### src/lbqs_ram.sv
`timescale 1ns / 1ps
// ----------------------------------------------------------------------------
// lbqs_ram
// Generic single-write, single-read RAM with registered read data.
// ----------------------------------------------------------------------------
module lbqs_ram #(
  parameter int WIDTH = 8,
  parameter int DEPTH = 16
) (
  input  logic                     clk,
  input  logic                     wr_en,
  input  logic [$clog2(DEPTH)-1:0] wr_addr,
  input  logic [WIDTH-1:0]         wr_data,
  input  logic [$clog2(DEPTH)-1:0] rd_addr,
  output logic [WIDTH-1:0]         rd_data
);
  logic [WIDTH-1:0] mem [DEPTH];

  // write port and registered read port
  always_ff @(posedge clk) begin
    if (wr_en) begin
      mem[wr_addr] <= wr_data;
    end
    rd_data <= mem[rd_addr];
  end
endmodule

### config.mk
export PLATFORM = sky130hd
export DESIGN_NAME = lbqs_ram
export DESIGN_NICKNAME = d
export VERILOG_FILES = /design/src/lbqs_ram.sv
export SDC_FILE = /design/constraint.sdc
export NUM_CORES = 1
export LEC_CHECK = 0
export BUFFER_PORTS_ARGS = -buffer_cell sky130_fd_sc_hd__buf_2
export CELL_PAD_IN_SITES_DETAIL_PLACEMENT = 1
export CELL_PAD_IN_SITES_GLOBAL_PLACEMENT = 2
export CORE_AREA = 2 2 101 128
export DETAILED_ROUTE_END_ITERATION = 8
export DIE_AREA = 0 0 103 130
export HOLD_SLACK_MARGIN = 0.06
export PLACE_DENSITY_LB_ADDON = 0.3
export SETUP_SLACK_MARGIN = 0.15
export SYNTH_ARGS = -nofsm -noshare
export SYNTH_HDL_FRONTEND = slang
export SYNTH_SLANG_ARGS = --single-unit
### constraint.sdc
create_clock -name clk -period 1.6 [get_ports clk]
set_input_delay 0.24 -clock clk [delete_from_list [all_inputs] [get_ports clk]]
set_output_delay 0.24 -clock clk [all_outputs]
set_load 0.02 [all_outputs]
==> results by group <==
STA
  – Tmin final: 1.382 ns
  – Layout Skew: 0.009253 ns
  – Slew headroom: 46.84%
  – F_max: 723.3 MHz
  – Fin. Hold Viols: 0
  – Crit share post-route: 86.40%
  – RSZ-0062 raised after global routing: no
  – Worst Max-Slew Pin Slew: 0.7944 ns
  – Slew Limit Fails: 0
  – # setup viols final: 0
  – Hold slack: 0.2112 ns

Global route
  – GRT Total Usage: 17.82%
  – Vias in the first global route: 2,586
  – Antenna violations before repair: 0
  – First-pass GRT wire length: 16,220 um
  – Largest net degree at the start of global routing: 26
  – Final global-route overflow total: 0

Yosys
  – Largest family of logic cells by synthesized area: multiplexers
  – Ys flop type: edfxtp_1
  – Post-synth ARST share: 0%
  – Avg Inst Size Synth: 22.48 um2
  – Yosys top cell by area: edfxtp_1
  – Cell variety after synth: 19
  – Syn. warnings: 0
  – Yosys reg bits: 136
  – Proportion of synthesized area in mux cells: 15.02%
  – Gate Count Post-Synth: 229
  – Syn nets: 247
  – Count leader, synth: edfxtp_1
  – Top cells by count, synth: edfxtp_1, mux4_2, a22oi_1
  – Compound-Gate Fraction of Synth Area: 2.333%
  – Cell Area, Synth: 0.005147 mm2
  – Adder-Cell Fraction of Synth Area: 0%
  – Xor-xnor portion of the synthesized cell area: 0%
  – Post-Synth Simple-Gate Area: 3.184%
  – EDFF count, synth: 128
  – Synth top area share: 74.67%
  – Seq/Total Area, Yosys: 77.78%
  – Largest cells by area after synthesis: edfxtp_1, mux4_2, mux4_1

Worst setup path
  – Largest stage delay, worst path: 0.58 ns
  – Slowest stage cell on the critical path: mux4_1
  – Worst path arrival time: 1.67 ns
  – WP data required: 1.89 ns
  – Crit path buffers/inverters: 0
  – Setup Crit Path Kind: reg -> reg
  – Worst reg2reg endpoint: rd_data[5]
  – Crit-path cells: mux4_1 > a22oi_1 > nand2_1
  – CP delay by family, top: multiplexers
  – Crit start category: flip-flop
  – FF-to-FF path depth: 3
  – Reg2reg setup slack: 0.22 ns
  – CP max FO: 1
  – Nature of the critical path endpoint: flip-flop
  – Reg-to-reg startpoint: mem[1][5]

Power
  – VDD IR-drop max: 693.2 uV
  – Power Dens Cells: 1358 mW/mm2
  – Leakage power: 2.145 nW

Outcome
  – Status: complete, no violations

Route
  – Post-route DRC: 0
  – Vias per cell: 5.255
  – Iteration-0 DRC Markers: 155
  – Avg WL per Cell: 23.15 um
  – Via count: 2,475
  – Initial DRT Pass Iterations: 4
  – Detailed Route WL: 10,900 um
  – Routed Antenna Nets: 0

Flow run
  – Max-cap check violation count: 0

Floorplan
  – Top Ports: 26
  – DIE HEIGHT: 130 um
  – Num rows: 46
  – Total die area: 0.01339 mm2
  – Initial core utilization: 41.79%
  – Die width: 103 um
  – Core Box Area: 0.01232 mm2

Clock tree
  – CTS tree: built
  – CTS resizes: 0
  – Max clock buf depth: 2
  – CTS root buf: clkbuf_16
  – CTS Hold Buffers Added: 0
  – H-tree levels: 4
  – Worst-path clk slew: 0.06 ns
  – Clk_lat worst skew: 0.41 ns
  – CTS Sinks: 136
  – Cts bufs inserted: 17
  – Post-CTS Setup Bufs: 0

Layout
  – Area Growth Syn to Fin: 21.54%
  – Share of cells above drive strength 1: 34.32%
  – Ant diodes: 0
  – Final #Nets: 308
  – Final Instance Area: 0.006256 mm2

Placed design
  – DP HPWL: 6979 um
  – Placed inst area: 0.005629 mm2
  – IO Port Bufs: 25
  – Placer Congestion: 0.6897

Hold path
  – Hold Path Depth: 1
  – Hold path endpoint: mem[1][7]
  – Min-delay src: wr_data[7]
  – Tightest Hold Check Type: in -> reg
[cells by family after synthesis]
kind of cell,after synthesis
flip-flops,136
AND/OR/NAND/NOR,35
multiplexers,32
AO/OA/AOI/OAI,16
buffers and inverters,10
[per-layer routing]
layer	GRT usage, %	vias to the layer above	routed length (um)
met5	0	-	0
met4	7.508	0	175
met3	4.713	10	446
met2	28.34	71	5744
met1	23.31	1302	4537
li1	-	1092	-
[cell usage in the layout, fill, tap and decap left out, types with 4 or more instances in the layout]
cell type / count
clkbuf_16: 17
a22oi_1: 16
dfxtp_1: 8
nor2_1: 13
nand2_1: 9
buf_2: 25
buf_4: 25
bufinv_16: 4
mux4_2: 18
edfxtp_1: 128
mux4_1: 14
[power breakdown]
part | switching (mW) | internal [mW]
Sequential | 0.0245 | 3.98
Combinational | 0.238 | 0.170
Clock | 1.47 | 2.61
Total | 1.73 | 6.77
[how the worst max path moves through the flow]
stage                           from  slack (ns)         end  cells after the start
after global routing       mem[2][3]        0.15  rd_data[3]                      3
after CTS                  mem[1][2]        0.20  rd_data[2]                      3
after global placement    rd_addr[0]       -0.07  rd_data[2]                      5
after detailed placement  rd_addr[0]       -0.06  rd_data[2]                      5
final                      mem[1][5]        0.22  rd_data[5]                      3
after floorplan           wr_addr[2]        0.09   mem[3][0]                      2
[registers in the layout, indices dropped and copies added, names as in the netlist]
| register | flops |
|---|---|
| mem | 128 |
| rd_data | 8 |
[through the flow]
| stage | total power [mW] | worst slack (ns) | utilization, % | std cells | setup TNS (ns) |
|---|---|---|---|---|---|
| finish | 8.493 | 0.2175 | 50.79 | 471 | 0 |
| global route | 8.737 | 0.1537 | 50.79 | 471 | 0 |
| CTS | 8.573 | 0.1995 | 50.79 | 471 | 0 |
| detailed placement | 4.496 | -0.05991 | 45.70 | 439 | -0.1929 |
| global placement | 4.481 | -0.07021 | 45.70 | 439 | -0.2045 |
| floorplan | 4.306 | 0.09385 | - | 229 | 0 |
[final cells by class]
cell class | count | area [um2]
fill | 1144 | 6061
clock buffer | 17 | 425.4
timing repair buffer | 52 | 352.8
sequential | 136 | 4004
tap | 168 | 210.2
multi-input combinational | 83 | 1062
clock inverter | 15 | 201.4
No activity file was read; power rests on OpenSTA's default activity.
